`config.mk`:
```
export PLATFORM = sky130hd
export DESIGN_NAME = frl_mul
export DESIGN_NICKNAME = d
export VERILOG_FILES = /design/src/sv/frl_pkg.sv /design/src/sv/frl_mul.sv
export SDC_FILE = /design/constraint.sdc
export NUM_CORES = 2
export LEC_CHECK = 0
export ABC_AREA = 1
export BUFFER_PORTS_ARGS = -buffer_cell sky130_fd_sc_hd__buf_2
export CORE_MARGIN = 1
export CORE_UTILIZATION = 65
export DETAILED_ROUTE_END_ITERATION = 6
export GPL_ROUTABILITY_DRIVEN = 0
export HOLD_SLACK_MARGIN = 0.05
export PLACE_DENSITY = 0.88
export SLEW_MARGIN = 20
export SYNTH_ARGS = -nofsm -noshare
export SYNTH_HDL_FRONTEND = slang
export SYNTH_SLANG_ARGS = --single-unit
```
`constraint.sdc`:
```
create_clock -name aclk -period 8.55 [get_ports aclk]
set_input_delay 0.4275 -clock aclk [delete_from_list [all_inputs] [get_ports aclk]]
set_output_delay 0.4275 -clock aclk [all_outputs]
set_load 0.02 [all_outputs]
```
`src/sv/frl_pkg.sv`:
```
// ----------------------------------------------------------------------------
// frl_pkg - shared types and constants
// Sizes, register indexes and sequencer states of the Farrow I/Q resampler.
// ----------------------------------------------------------------------------
package frl_pkg;

    localparam int POLY_ROWS  = 4;
    localparam int POLY_TAPS  = 4;
    localparam int ROW_W      = (POLY_ROWS > 1) ? $clog2(POLY_ROWS) : 1;
    localparam int TAP_W      = (POLY_TAPS > 1) ? $clog2(POLY_TAPS) : 1;
    localparam int COEF_DEPTH = POLY_ROWS * POLY_TAPS;
    localparam int COEF_AW    = (COEF_DEPTH > 1) ? $clog2(COEF_DEPTH) : 1;

    // shared multiplier operand and product widths
    localparam int MUL_AW = 41;
    localparam int MUL_BW = 26;
    localparam int MUL_PW = MUL_AW + MUL_BW;

    // fir sum, room for up to eight 58-bit products
    localparam int SUM_W = 62;

    localparam logic [24:0] ONE_Q24 = 25'h100_0000;

    localparam logic [1:0] CFG_RATIO   = 2'd0;
    localparam logic [1:0] CFG_ATTACK  = 2'd1;
    localparam logic [1:0] CFG_RELEASE = 2'd2;

    typedef enum logic [3:0] {
        ST_IDLE,
        ST_PHASE,
        ST_FIR_MUL,
        ST_FIR_ACC,
        ST_OUT_MUL,
        ST_OUT_ACC,
        ST_SQI_MUL,
        ST_SQI_ACC,
        ST_SQQ_MUL,
        ST_SQQ_ACC,
        ST_LVL_MUL,
        ST_LVL_ACC,
        ST_INT_INIT,
        ST_INT_MUL,
        ST_INT_ACC,
        ST_DONE
    } state_t;

endpackage

```
`src/sv/frl_mul.sv`:
```
// ----------------------------------------------------------------------------
// frl_mul - shared signed multiplier
// One registered signed multiply, reused by every multiply step of the sequencer.
// ----------------------------------------------------------------------------
module frl_mul (
    input  logic                                aclk,
    input  logic signed [frl_pkg::MUL_AW-1:0]   op_a,
    input  logic signed [frl_pkg::MUL_BW-1:0]   op_b,
    output logic signed [frl_pkg::MUL_PW-1:0]   prod
);

    logic signed [frl_pkg::MUL_PW-1:0] prod_reg;
    logic signed [frl_pkg::MUL_PW-1:0] prod_next;

    assign prod_next = frl_pkg::MUL_PW'(op_a) * frl_pkg::MUL_PW'(op_b);

    always_ff @(posedge aclk) begin
        prod_reg <= prod_next;
    end

    assign prod = prod_reg;

endmodule

```
==> metrics <==
Final Hold Viols 0; total gr overflow 0; Worst Setup End Kind register; adder-cell area share of the yosys netlist 58.5%; Worst Setup SP op_b[2]; top-level port count 135; clk slew on worst S/H paths 60 ps; Crit Path Max Fanout 41; worst min path class input pin to register; simple-gate share of the synthesized area 18.3%; vias in the first global route 36,936; DRT iter0 DRCs 3,146; M1 GR Usage 44.3%; synthesized area 0.0404 mm^2; multiplexer share of the synthesized area 0%; setup TNS 0 ps; max FFs per register 67; PostCTS Resize Cnt 0; cell taking the most area after synthesis fa_1; worst path required time 8780 ps; Seq/Total Area, Yosys 3.32%; most common cell in the netlist inv_1; CP Launch Type input pin; clk root buf clkbuf_16; main combinational cell family by area after synthesis adder cells; WS Path Type input pin to register; Pins Over Slew Limit 0; Final #Nets 6,438; DIE HEIGHT 251 um; Mapped Nets 6,524; number of distinct library cells after synthesis 33; Hold-fix buffers, CTS 0; pin count of the biggest net entering global routing 43; Avg Vias per Cell 5.60; worst slew pin tran 1240 ps; die extent in x 251 um; Starting Density 65.6%; achievable frequency 0.137 GHz; top post-synthesis cells by area fa_1, inv_1, nand2_1; Tcrit/Tclk final 85.6%; Clock Sinks 67; hold slack 739 ps; Multi-input gate area 0.0318 mm^2; failing checks DRC; met2 Use GR 64.2%; drt first pass iters 7; Post-Synthesis Cells 5,210; Tot GR Track Use 38.8%; FFs w/ async S/R, synth 0%; Synth top area share 53.0%; per-cell routed wire length 19.5 um; initial antenna violation count 2; Post-DP Area 0.0413 mm^2; PortBufs 134; H-Tree Depth 3; Num CTS Buffers 9; Synth Area in Compound Gates 1.16%; Core ar. 0.0616 mm^2; Yosys reg bits 67; std cell rows 91; Hold Path Sink prod[0]$_DFF_P_; outcome finished, violations left; CTS tree yes; fill cell count 4,674; die footprint 0.0631 mm^2; RSZ-0062 raised after global routing no; global routing's busiest layer met2; hold path startpoint op_a[0]; Post-CTS Setup Bufs 0; Max clock buf depth 2; routing usage on met3 10.1%; total number of vias 33,459; Slew headroom 17.5%; Max Cap Viol 0; final setup fails 0; Period minus WS final 7320 ps; Synth top cells by count inv_1, nand2_1, fa_1; post-layout util 67.5%; remaining antenna violation count after routing 0; area share of xor/xnor cells in the synthesized design 0.846%; register area 0.00134 mm^2; hpwl dp 91,600 um; Post-synth EDFFs 0; post-route cell area 0.0416 mm^2; P&R area growth vs syn 3.01%; Total Wirelength 116,000 um; layout cell share with drive strength beyond 1 5.07%; critical path arrival 7560 ps; Avg Inst Size Synth 7.75 um^2; hold path depth 4; number of remaining DRC errors 24; ys flop type dfxtp_1; first-pass GRT wire length 187,000 um; Synth Warn # 0
-- metrics by stage --
| stage | worst slack [ps] | cells |
|---|---|---|
| CTS | 1490 | 5966 |
| detailed placement | 1140 | 5950 |
| finish | 1230 | 5970 |
| global route | 1090 | 5968 |
| floorplan | 2210 | 5210 |
| global placement | 1260 | 5950 |
-- cell type report --
type	count	share of cell area (%)
diodes	4	0.0241
clock buffers	9	0.541
clock inverters	7	0.126
inverters	1674	15.1
multi-input cells	3217	76.5
flip-flops and latches	67	3.22
well taps	837	2.52
repair buffers	155	1.99
-- how the worst max path moves through the flow --
stage                       end  slack [ps]  depth (start not counted)
6_report       prod[50]$_DFF_P_        1230                         22
5_1_grt        prod[50]$_DFF_P_        1090                         22
4_1_cts        prod[50]$_DFF_P_        1490                         22
3_5_place_dp   prod[50]$_DFF_P_        1140                         22
3_3_place_gp   prod[50]$_DFF_P_        1260                         22
2_1_floorplan  prod[66]$_DFF_P_        2210                         21
-- layer usage --
layer,vias up,wire [um]
met5,-,0
met4,0,10200
met3,876,15100
met2,2538,54400
met1,16066,36800
li1,13979,-
-- placed cells by master, fill, tap and decap left out, types with 11 or more instances in the layout --
cell,instances
ha_1,176
xor2_1,34
nor2_2,24
buf_2,134
nand2_2,29
buf_4,21
nand4_1,16
o21ai_0,12
dfxtp_1,67
nand2_1,1551
a21oi_1,56
o21bai_1,11
inv_1,1662
nor2_1,109
nand3_1,75
fa_1,1070
-- kinds of logic (layout without fill, tap and decap cells) --
family / after synthesis / count (layout)
compound gates: 87 / 87
simple gates: 1845 / 1845
buf+inv: 1926 / 1845
flops: 67 / 67
fa+ha+maj: 1246 / 1246
other cells: 0 / 4
xor+xnor: 39 / 39
-- worst max-delay path, cell delays in order --
cell and delay, ps:
buf_2 760, nand2_1 220, inv_1 190, fa_1 570
fa_1 780, inv_1 250, fa_1 560, inv_1 60
fa_1 520, fa_1 510, fa_1 490, inv_1 50
fa_1 470, inv_1 40, ha_1 400, nand2_1 110
nor2_1 230, nand2_1 200, nor2_1 270, o21ai_0 240
nand4_1 130, nand2_1 60
Power is left out: the tool's default activity adds up to more than one toggle a clock period on the data nets, which glitch-free logic cannot reach.
